### src/hdl/vertex_transform_2d_defines.svh
// ----------------------------------------------------------------------------
// vertex_transform_2d_defines
// Assertion macros shared by the vertex transform RTL.
// ----------------------------------------------------------------------------
`ifndef VERTEX_TRANSFORM_2D_DEFINES_SVH
`define VERTEX_TRANSFORM_2D_DEFINES_SVH

// Same-cycle implication, sampled on clk_i, off while rst_ni is low.
`define VT_ASSERT_SAME(lbl, ante, cons, msg) \
  lbl: assert property (@(posedge clk_i) disable iff (!rst_ni) (ante) |-> (cons)) \
    else $error(msg);

// Next-cycle implication, sampled on clk_i, off while rst_ni is low.
`define VT_ASSERT_NEXT(lbl, ante, cons, msg) \
  lbl: assert property (@(posedge clk_i) disable iff (!rst_ni) (ante) |=> (cons)) \
    else $error(msg);

`endif

### src/hdl/vt2d_pkg.sv
`timescale 1ns / 1ps
// ----------------------------------------------------------------------------
// vt2d_pkg
// Types, codes and fixed-point constants of the 2-D vertex transform.
// ----------------------------------------------------------------------------
package vt2d_pkg;

  localparam int COORD_BITS      = 16;
  localparam int CFG_BITS        = 16;
  localparam int TRIG_FRAC_BITS  = 14;
  localparam int SCALE_FRAC_BITS = 8;
  localparam int IDX_BITS        = 5;
  localparam int ADDR_BITS       = 3;

  localparam int OPB_BITS  = CFG_BITS + 1;
  localparam int PROD_BITS = COORD_BITS + OPB_BITS;
  localparam int SUM_BITS  = PROD_BITS + 1;

  localparam int IN_DATA_BITS  = ((2 * COORD_BITS + IDX_BITS + 7) / 8) * 8;
  localparam int OUT_DATA_BITS = ((2 * COORD_BITS + 7) / 8) * 8;

  typedef enum logic [2:0] {
    MODE_TRANSLATE = 3'd0,
    MODE_SCALE     = 3'd1,
    MODE_ROTATE    = 3'd2,
    MODE_REFLECT   = 3'd3,
    MODE_SHEAR     = 3'd4
  } mode_e;

  typedef enum logic [1:0] {
    AXIS_X    = 2'd0,
    AXIS_Y    = 2'd1,
    AXIS_SWAP = 2'd2,
    AXIS_NEG  = 2'd3
  } axis_e;

  typedef enum logic [ADDR_BITS-1:0] {
    REG_MODE     = 3'd0,
    REG_AXIS     = 3'd1,
    REG_OFFSET_X = 3'd2,
    REG_OFFSET_Y = 3'd3,
    REG_FACTOR_X = 3'd4,
    REG_FACTOR_Y = 3'd5,
    REG_COS      = 3'd6,
    REG_SIN      = 3'd7
  } cfg_reg_e;

  typedef enum logic [1:0] {
    SHIFT_NONE  = 2'd0,
    SHIFT_SCALE = 2'd1,
    SHIFT_TRIG  = 2'd2
  } shift_e;

  localparam logic [IDX_BITS-1:0] IDX_1 = IDX_BITS'(1);
  localparam logic [IDX_BITS-1:0] IDX_2 = IDX_BITS'(2);
  localparam logic [IDX_BITS-1:0] IDX_3 = IDX_BITS'(3);
  localparam logic [IDX_BITS-1:0] IDX_4 = IDX_BITS'(4);

  localparam logic signed [OPB_BITS-1:0] B_ZERO    = '0;
  localparam logic signed [OPB_BITS-1:0] B_ONE     = OPB_BITS'(1);
  localparam logic signed [OPB_BITS-1:0] B_TWO     = OPB_BITS'(2);
  localparam logic signed [OPB_BITS-1:0] B_NEG_ONE = '1;

  localparam logic signed [SUM_BITS-1:0] RND_SCALE = SUM_BITS'(2 ** (SCALE_FRAC_BITS - 1));
  localparam logic signed [SUM_BITS-1:0] RND_TRIG  = SUM_BITS'(2 ** (TRIG_FRAC_BITS - 1));
  localparam logic signed [SUM_BITS-1:0] SAT_MAX   = SUM_BITS'(2 ** (COORD_BITS - 1) - 1);
  localparam logic signed [SUM_BITS-1:0] SAT_MIN   = -SAT_MAX - SUM_BITS'(1);

  localparam logic signed [COORD_BITS-1:0] COORD_MAX = {1'b0, {(COORD_BITS - 1){1'b1}}};
  localparam logic signed [COORD_BITS-1:0] COORD_MIN = {1'b1, {(COORD_BITS - 1){1'b0}}};

  // one output coordinate = a1*b1 + a2*b2
  typedef struct packed {
    logic signed [COORD_BITS-1:0] a1;
    logic signed [OPB_BITS-1:0]   b1;
    logic signed [COORD_BITS-1:0] a2;
    logic signed [OPB_BITS-1:0]   b2;
  } coord_op_t;

  typedef struct packed {
    logic signed [PROD_BITS-1:0] p1;
    logic signed [PROD_BITS-1:0] p2;
  } coord_prod_t;

endpackage

### src/hdl/vertex_transform_2d.sv
`timescale 1ns / 1ps
// ----------------------------------------------------------------------------
// vertex_transform_2d
// Four-stage pipeline applying translate, scale, rotate, reflect or shear
// to one polygon vertex per item.
// ----------------------------------------------------------------------------
// Channel   Dir  Contents
// s_axis    in   tdata {vertex_index, y_in, x_in}, tlast last_in
// m_axis    out  tdata {y_out, x_out}, tuser clipped, tlast last_out
// cfg       in   cfg_we_i, cfg_addr_i (register index), cfg_wdata_i
//
// One item per clock unless m_axis_tready stalls; stages are operand select,
// multiply, sum/round, saturate. The two 16x17 multipliers per coordinate set
// the throughput, one product set per cycle. A stall holds each full stage;
// empty stages still fill, so s_axis_tready drops only with all four full.
// Reset clears the stage valid bits and loads the register reset values.
// ----------------------------------------------------------------------------
`include "vertex_transform_2d_defines.svh"

module vertex_transform_2d (
  input  logic                                 clk_i,
  input  logic                                 rst_ni,
  input  logic                                 cfg_we_i,
  input  logic [vt2d_pkg::ADDR_BITS-1:0]       cfg_addr_i,
  input  logic [vt2d_pkg::CFG_BITS-1:0]        cfg_wdata_i,
  input  logic                                 s_axis_tvalid,
  output logic                                 s_axis_tready,
  // x_in [15:0], y_in [31:16], vertex_index [36:32], zero pad
  input  logic [vt2d_pkg::IN_DATA_BITS-1:0]    s_axis_tdata,
  input  logic                                 s_axis_tlast,
  output logic                                 m_axis_tvalid,
  input  logic                                 m_axis_tready,
  // x_out [15:0], y_out [31:16]
  output logic [vt2d_pkg::OUT_DATA_BITS-1:0]   m_axis_tdata,
  // clipped [0]
  output logic                                 m_axis_tuser,
  output logic                                 m_axis_tlast
);

  import vt2d_pkg::*;

  localparam int NSTAGE = 4;

  // configuration registers
  logic [2:0]                   mode_q;
  logic [1:0]                   axis_q;
  logic signed [CFG_BITS-1:0]   offx_q, offy_q, facx_q, facy_q, cos_q, sin_q;

  always_ff @(posedge clk_i or negedge rst_ni) begin
    if (!rst_ni) begin
      mode_q <= MODE_TRANSLATE;
      axis_q <= AXIS_X;
      offx_q <= '0;
      offy_q <= '0;
      facx_q <= CFG_BITS'(256);
      facy_q <= CFG_BITS'(256);
      cos_q  <= CFG_BITS'(16384);
      sin_q  <= '0;
    end else if (cfg_we_i) begin
      unique case (cfg_reg_e'(cfg_addr_i))
        REG_MODE:     mode_q <= cfg_wdata_i[2:0];
        REG_AXIS:     axis_q <= cfg_wdata_i[1:0];
        REG_OFFSET_X: offx_q <= cfg_wdata_i;
        REG_OFFSET_Y: offy_q <= cfg_wdata_i;
        REG_FACTOR_X: facx_q <= cfg_wdata_i;
        REG_FACTOR_Y: facy_q <= cfg_wdata_i;
        REG_COS:      cos_q  <= cfg_wdata_i;
        REG_SIN:      sin_q  <= cfg_wdata_i;
        default: ;
      endcase
    end
  end

  // stage control: a stage loads when empty or when it moves on
  logic [NSTAGE-1:0] valid_q, valid_d, load;

  always_comb begin
    load[NSTAGE-1] = !valid_q[NSTAGE-1] || m_axis_tready;
    for (int k = NSTAGE - 2; k >= 0; k--) begin
      load[k] = !valid_q[k] || load[k+1];
    end
    valid_d = valid_q;
    if (load[0]) begin
      valid_d[0] = s_axis_tvalid;
    end
    for (int k = 1; k < NSTAGE; k++) begin
      if (load[k]) begin
        valid_d[k] = valid_q[k-1];
      end
    end
  end

  always_ff @(posedge clk_i or negedge rst_ni) begin
    if (!rst_ni) begin
      valid_q <= '0;
    end else begin
      valid_q <= valid_d;
    end
  end

  assign s_axis_tready = load[0];

  // stage A: operand select
  logic signed [COORD_BITS-1:0] x_in, y_in;
  logic [IDX_BITS-1:0]          idx_in;
  logic signed [OPB_BITS-1:0]   wx, wy;
  coord_op_t                    op_x_d, op_y_d, op_x_q, op_y_q;
  shift_e                       shift_d, shift_a_q, shift_b_q;
  logic                         last_a_q, last_b_q, last_c_q, last_q;

  assign x_in   = s_axis_tdata[COORD_BITS-1:0];
  assign y_in   = s_axis_tdata[2*COORD_BITS-1:COORD_BITS];
  assign idx_in = s_axis_tdata[2*COORD_BITS+IDX_BITS-1:2*COORD_BITS];

  always_comb begin
    wx = B_ZERO;
    wy = B_ZERO;
    unique case (axis_e'(axis_q))
      AXIS_X: begin
        if (idx_in >= IDX_1 && idx_in <= IDX_3) wx = B_ONE;
      end
      AXIS_Y: begin
        if (idx_in >= IDX_2 && idx_in <= IDX_4) wy = B_ONE;
      end
      AXIS_SWAP: begin
        priority if (idx_in == IDX_1 || idx_in == IDX_4) begin
          wx = B_ONE;
          wy = B_ONE;
        end else if (idx_in == IDX_2 || idx_in == IDX_3) begin
          wx = B_TWO;
          wy = B_TWO;
        end else begin
          wx = B_ZERO;
        end
      end
      default: wx = B_ZERO;
    endcase
  end

  always_comb begin
    op_x_d  = '{a1: x_in, b1: B_ONE, a2: '0, b2: B_ZERO};
    op_y_d  = '{a1: y_in, b1: B_ONE, a2: '0, b2: B_ZERO};
    shift_d = SHIFT_NONE;
    unique case (mode_e'(mode_q))
      MODE_TRANSLATE: begin
        op_x_d.a2 = offx_q;
        op_x_d.b2 = B_ONE;
        op_y_d.a2 = offy_q;
        op_y_d.b2 = B_ONE;
      end
      MODE_SCALE: begin
        op_x_d.b1 = OPB_BITS'(facx_q);
        op_y_d.b1 = OPB_BITS'(facy_q);
        shift_d   = SHIFT_SCALE;
      end
      MODE_ROTATE: begin
        op_x_d.b1 = OPB_BITS'(cos_q);
        op_x_d.a2 = y_in;
        op_x_d.b2 = -OPB_BITS'(sin_q);
        op_y_d.a1 = x_in;
        op_y_d.b1 = OPB_BITS'(sin_q);
        op_y_d.a2 = y_in;
        op_y_d.b2 = OPB_BITS'(cos_q);
        shift_d   = SHIFT_TRIG;
      end
      MODE_REFLECT: begin
        unique case (axis_e'(axis_q))
          AXIS_X: op_y_d.b1 = B_NEG_ONE;
          AXIS_Y: op_x_d.b1 = B_NEG_ONE;
          AXIS_SWAP: begin
            op_x_d.a1 = y_in;
            op_y_d.a1 = x_in;
          end
          AXIS_NEG: begin
            op_x_d.a1 = y_in;
            op_x_d.b1 = B_NEG_ONE;
            op_y_d.a1 = x_in;
            op_y_d.b1 = B_NEG_ONE;
          end
          default: ;
        endcase
      end
      MODE_SHEAR: begin
        op_x_d.a2 = offx_q;
        op_x_d.b2 = wx;
        op_y_d.a2 = offy_q;
        op_y_d.b2 = wy;
      end
      default: ;
    endcase
  end

  always_ff @(posedge clk_i) begin
    if (load[0]) begin
      op_x_q    <= op_x_d;
      op_y_q    <= op_y_d;
      shift_a_q <= shift_d;
      last_a_q  <= s_axis_tlast;
    end
  end

  // stage B: products
  coord_prod_t prod_x_q, prod_y_q;

  always_ff @(posedge clk_i) begin
    if (load[1]) begin
      prod_x_q.p1 <= PROD_BITS'($signed(op_x_q.a1) * $signed(op_x_q.b1));
      prod_x_q.p2 <= PROD_BITS'($signed(op_x_q.a2) * $signed(op_x_q.b2));
      prod_y_q.p1 <= PROD_BITS'($signed(op_y_q.a1) * $signed(op_y_q.b1));
      prod_y_q.p2 <= PROD_BITS'($signed(op_y_q.a2) * $signed(op_y_q.b2));
      shift_b_q   <= shift_a_q;
      last_b_q    <= last_a_q;
    end
  end

  // stage C: sum, then in scale and rotate modes round half up and scale down
  logic signed [SUM_BITS-1:0] sum_x, sum_y, res_x_d, res_y_d, res_x_q, res_y_q;

  assign sum_x = SUM_BITS'($signed(prod_x_q.p1)) + SUM_BITS'($signed(prod_x_q.p2));
  assign sum_y = SUM_BITS'($signed(prod_y_q.p1)) + SUM_BITS'($signed(prod_y_q.p2));

  always_comb begin
    unique case (shift_b_q)
      SHIFT_SCALE: begin
        res_x_d = (sum_x + RND_SCALE) >>> SCALE_FRAC_BITS;
        res_y_d = (sum_y + RND_SCALE) >>> SCALE_FRAC_BITS;
      end
      SHIFT_TRIG: begin
        res_x_d = (sum_x + RND_TRIG) >>> TRIG_FRAC_BITS;
        res_y_d = (sum_y + RND_TRIG) >>> TRIG_FRAC_BITS;
      end
      default: begin
        res_x_d = sum_x;
        res_y_d = sum_y;
      end
    endcase
  end

  always_ff @(posedge clk_i) begin
    if (load[2]) begin
      res_x_q  <= res_x_d;
      res_y_q  <= res_y_d;
      last_c_q <= last_b_q;
    end
  end

  // stage D: saturate
  logic signed [COORD_BITS-1:0] out_x_d, out_y_d, out_x_q, out_y_q;
  logic                         clip_x, clip_y, clip_q;

  always_comb begin
    clip_x = 1'b1;
    clip_y = 1'b1;
    priority if (res_x_q > SAT_MAX) begin
      out_x_d = COORD_MAX;
    end else if (res_x_q < SAT_MIN) begin
      out_x_d = COORD_MIN;
    end else begin
      out_x_d = res_x_q[COORD_BITS-1:0];
      clip_x  = 1'b0;
    end
    priority if (res_y_q > SAT_MAX) begin
      out_y_d = COORD_MAX;
    end else if (res_y_q < SAT_MIN) begin
      out_y_d = COORD_MIN;
    end else begin
      out_y_d = res_y_q[COORD_BITS-1:0];
      clip_y  = 1'b0;
    end
  end

  always_ff @(posedge clk_i) begin
    if (load[3]) begin
      out_x_q <= out_x_d;
      out_y_q <= out_y_d;
      clip_q  <= clip_x | clip_y;
      last_q  <= last_c_q;
    end
  end

  assign m_axis_tvalid = valid_q[NSTAGE-1];
  assign m_axis_tdata  = OUT_DATA_BITS'({out_y_q, out_x_q});
  assign m_axis_tuser  = clip_q;
  assign m_axis_tlast  = last_q;

  // checks
  `VT_ASSERT_SAME(a_full_stall, !s_axis_tready, &valid_q, "input stalled with a free stage")
  `VT_ASSERT_NEXT(a_accept_fill, s_axis_tvalid && s_axis_tready, valid_q[0],
                  "accepted item not in first stage")
  `VT_ASSERT_SAME(a_clip_edge, m_axis_tvalid && m_axis_tuser,
                  out_x_q == COORD_MAX || out_x_q == COORD_MIN ||
                  out_y_q == COORD_MAX || out_y_q == COORD_MIN,
                  "clipped item without a saturated coordinate")

endmodule
### config.mk
export PLATFORM = sky130hd
export DESIGN_NAME = vertex_transform_2d
export DESIGN_NICKNAME = d
export VERILOG_FILES = /design/src/hdl/vt2d_pkg.sv /design/src/hdl/vertex_transform_2d.sv
export VERILOG_INCLUDE_DIRS = /design/src /design/src/hdl
export SDC_FILE = /design/constraint.sdc
export NUM_CORES = 2
export LEC_CHECK = 0
export BUFFER_PORTS_ARGS = -buffer_cell sky130_fd_sc_hd__buf_2
export CAP_MARGIN = 20
export CORE_AREA = 2 2 348 695
export DETAILED_ROUTE_END_ITERATION = 12
export DIE_AREA = 0 0 350 697
export PLACE_DENSITY_LB_ADDON = 0.3
export SETUP_SLACK_MARGIN = 0.05
export SYNTH_ARGS = -nofsm -noshare
export SYNTH_HDL_FRONTEND = slang
export SYNTH_SLANG_ARGS = --single-unit
### constraint.sdc
create_clock -name clk_i -period 6.6 [get_ports clk_i]
set_input_delay 0.66 -clock clk_i [delete_from_list [all_inputs] [get_ports clk_i]]
set_output_delay 0.66 -clock clk_i [all_outputs]
set_load 0.03 [all_outputs]
After elaboration in Yosys (flattened, before gate mapping)

Cells that the tools add are included.

$add $sub $neg: 7
Multiply operators: 4
$lt $le $gt $ge: 8
Equal/unequal tests: 20
Mux-type cells: 25
Bitwise gates (word level): 1
Reductions and logical operators: 26

Operators with widths:

| operator                 | count |
|---|---|
| $pmux W33 S3             | 2 |
| $pmux W34 S2             | 2 |
| $mul A16 B17 Y33         | 4 |
| $pmux W17 S3             | 2 |
| $mux W16                 | 5 |
| $add A33 B33 Y34         | 2 |
| $add A34 B15 Y34 const B | 2 |
| $add A34 B9 Y34 const B  | 2 |
| $gt A34 B16 Y1 const B   | 2 |
| $lt A34 B16 Y1 const B   | 2 |
| $mux W17                 | 2 |
| $pmux W16 S2             | 1 |
| $neg A16 Y17             | 1 |
| $reduce_and A2 Y1        | 8 |
| $eq A3 B3 Y1 const B     | 5 |
| $eq A3 B2 Y1 const B     | 4 |
| $pmux W2 S2              | 3 |
| $eq A5 B2 Y1 const B     | 2 |
| $eq A2 B2 Y1 const B     | 3 |
| $eq A3 B1 Y1 const B     | 2 |
| $logic_not A3 Y1         | 2 |
| $logic_or A1 B1 Y1       | 6 |
| $mux W1                  | 6 |
| $reduce_or A2 Y1         | 3 |
| other kinds (12)         | 18 |

Register bits: 478
Word-level logic and storage cells: 126

Logic depth before layout (Yosys ltp)

Depth in word-level cells: 6
Mapped depth: 26
Gate-level depth less buffers: 24

Least setup slack after synthesis

OpenSTA, ideal clock, no wires.

Path kind: register to register
Start: register op_x_q[24] (netlist bit)
End: register prod_x_q[32] (netlist bit) (data pin)
Data arrival time: 6.451 ns
Data required time: 6.332 ns
Setup slack: -0.119 ns
Stages on the path, launching flop included: 25
Buffers on the path: 2
Period minus slack after synthesis: 6.719 ns
Cells stage by stage: edfxtp_1 > clkbuf_1 > clkbuf_1 > nand2_1 > fa_1 > inv_1 > fa_1 > inv_1 > fa_1 > inv_1 > fa_1 > fa_1 > inv_1 > fa_1 > inv_1 > ha_1 > nor2b_1 > o21ai_0 > nand2b_1 > a221o_1 > a221o_1 > o41a_1 > a41o_1 > o41ai_1 > xnor2_1

Cells in the longest elaborated chain, start to end: 1

RTL lines:

| element                | line                       | source |
|---|---|---|
| start, declared        | vertex_transform_2d.sv:107 | `coord_op_t op_x_d, op_y_d, op_x_q, op_y_q;` |
| start signal, assigned | vertex_transform_2d.sv:195 | `op_x_q <= op_x_d;` |
| $mul A16 B17 Y33       | vertex_transform_2d.sv:208 | `prod_x_q.p2 <= PROD_BITS'($signed(op_x_q.a2) * $signed(op_x_q.b2));` |
| end, declared          | vertex_transform_2d.sv:203 | `coord_prod_t prod_x_q, prod_y_q;` |

Every way passes these cells.
A chain may end at the register's enable or synchronous reset.

Worst setup path in the final report

Start: register op_x_q[5] (netlist bit)
End: register prod_x_q[32] (netlist bit) (data pin)

The elaborated chain is that of the path after synthesis.

==> qor.txt <==
All-Layer GR Usage -> 0.149
number of synthesized flops with an enable pin -> 370
Setup WS pre-CTS -> -341 ps
Mean Syn Cell Area -> 10.1 sq um
Die Wd -> 350 um
# rows -> 254
initial core utilization -> 0.269
worst-margin pin slew -> 1020 ps
1st-pass router iterations -> 5
Slew Limit Fails -> 0
clock slew at reported path FFs -> 70 ps
initial antenna violation count -> 13
Clock Skew -> 43.2 ps
relative slew slack -> 0.316
largest cells by area after synthesis -> fa_1 (34%), edfxtp_1 (17%), ha_1 (8.0%), inv_1 (7.2%), and2_1 (5.2%)
Remaining DRCs -> 0
hold buffers post-CTS -> 0
Post-DP HPWL -> 157 mm
run status -> completed
commonest cells after routing, fill and taps aside -> inv_1 (1214), fa_1 (1046), nand2_1 (646)
min Tclk post-route -> 6500 ps
most common cell after layout, fill and taps aside -> inv_1
Iter 0 DRT Violations -> 1616
main flop type after synthesis -> edfxtp_1
critical path peak fanout -> 5
Worst setup SP type -> register
leading area contributor after synthesis -> fa_1
first-pass GRT wire length -> 283 mm
RSZ-0062 raised after global routing -> true
CTS buffer count -> 50
Mapped Cells -> 6379
Die Y -> 697 um
share of cells above drive strength 1 -> 0.146
Synth warnings -> 0
TritonCTS clock tree -> yes
post-synthesis instance area -> 0.0641 sq mm
largest net degree at the start of global routing -> 90
antenna-violating nets left -> 0
Clk Latency, worst-skew pair -> 670 ps
crit path kind -> register to register
number of vias per cell -> 4.53
CTS Sinks -> 475
Fmax -> 0.154 GHz
CTS H-tree depth -> 2
Final setup viols -> 0
mean routed wirelength per cell -> 18.2 um
post-synth top area share -> 0.337
CTS max path bufs -> 3
Synth cell types -> 104
net count after synthesis -> 7933
gp weighted congestion -> 0.895
post-synthesis sequential area ratio -> 0.214
Synth Register Bits -> 475
# fillers -> 24600
MaxCap Viol Count -> 0
WP data arrival -> 6910 ps
CP required -> 7020 ps
Clock Tree Root -> clkbuf_16
gr ovfl total -> 0
vias in the first global route -> 51100
fin crit share -> 0.984
Area Overhead vs Synth -> 15.9%
Worst Hold Class -> input port to asynchronous set/reset pin
area of the die -> 0.244 sq mm
Worst setup EP type -> register
core area -> 0.239 sq mm
Fin. Hold Viols -> 0
FFs w/ async S/R, synth -> 0.221
Routed WL -> 181 mm
IO Port Bufs -> 97
vias post-DR -> 45200
I/O pins -> 101
nets@finish -> 8304
Final WS setup -> 103 ps
## per-stage QoR
step	hold WS (ps)	TNS, ps	std cells	utilization	area (sq um)
after floorplan	364	-7.46	6379	-	64100
after global placement	403	-2370	9833	0.297	71000
after detailed placement	409	-2580	9836	0.297	71000
after CTS	90.5	-27.4	9962	0.307	73300
after global routing	138	-159	9993	0.312	74300
final	109	0	9996	0.312	74400
## metal layers
metal	track usage	vias to the layer above	part of all wire
met3	0.0134	382	0.024
met4	0.0696	14	0.053
met2	0.301	757	0.56
met5	0	-	0.00044
li1	-	21000	-
met1	0.151	23100	0.36
## path summary, 6_finish.rpt
path | start | endpoint | slack (ps) | depth (start not counted)
worst max register to register | op_x_q[5] | prod_x_q[32] | 100 | 21
worst min register to register | last_b_q | last_c_q | 420 | 0
worst min-delay path | rst_ni | offy_q[0] | 110 | 1
worst max-delay path | op_x_q[5] | prod_x_q[32] | 100 | 21
max in group asynchronous | rst_ni | sin_q[14] | 5280 | 2
min in group clk_i | s_axis_tlast | last_a_q | 210 | 1
## synth_stat cells (all sizes together), types with 9 or more instances
master and number:
a211oi 28, or3 21, mux2 132, buf 9, xor2 71, nor4 25, a211o 9, nor2b 32
nand2 653, a22o 34, ha 410, or4 15, o21bai 23, clkbuf 214, and3 20, a21o 101
o21ai 117, xnor2 202, inv 1235, a221o 24, nand4 35, o21a 35, a221oi 20, nor2 262
o211ai 17, a22oi 17, nand2b 48, a21oi 182, edfxtp 370, a31oi 15, and2 536, nand3 64
fa 1079, nor3 62, dfrtp 102, and4 10
## state kept, by name (all words and copies together) (netlist names), 4 cells and up
register,flops
out_y_q,16
sin_q,16
offx_q,16
cos_q,16
op_x_q,65
res_y_q,34
prod_y_q,66
facx_q,16
offy_q,16
out_x_q,16
facy_q,16
res_x_q,34
op_y_q,64
valid_q,4
prod_x_q,66
## worst max-delay path, cell delays in order (launching register included)
cell and delay (ps):
edfxtp_1 430, buf_6 150, buf_6 110, and2_4 150, fa_1 520, inv_2 50
fa_2 400, fa_2 580, inv_2 40, ha_4 210, fa_1 500, fa_1 490
ha_1 320, buf_4 160, and4_1 220, a21o_1 220, a221o_1 360, a221o_1 380
o41a_1 380, a41o_1 300, o41ai_2 240, xnor2_1 90
## cell type report
class	count	area (sq um)	share of cell area
tap	3200	4000	0.0538
antenna	4	10.0	0.000135
clock buffer	58	1350	0.0181
multi-input combinational	4446	45800	0.617
timing repair buffer	542	4310	0.0579
inverter	1235	4640	0.0623
sequential	475	13700	0.185
clock inverter	36	467	0.00628
## repair_timing
item,4_1_cts,5_1_grt
pin swaps,42,129
cloned,0,0
resized for setup,66,175
setup buffers,32,30
setup endpoints to repair,23,30
## kinds of logic after synthesis
family                     after synthesis  synth area share
and+or+nand+nor                       1822             0.143
adders and majority gates             1489             0.417
buffers and inverters                 1458            0.0855
AOI/OAI and AO/OA                      724            0.0791
DFF                                    475             0.214
xor gates and xnor gates               273            0.0374
muxes                                  138            0.0242
Power is left out: the tool's default activity adds up to more than one toggle a clock period on the data nets, which glitch-free logic cannot reach.
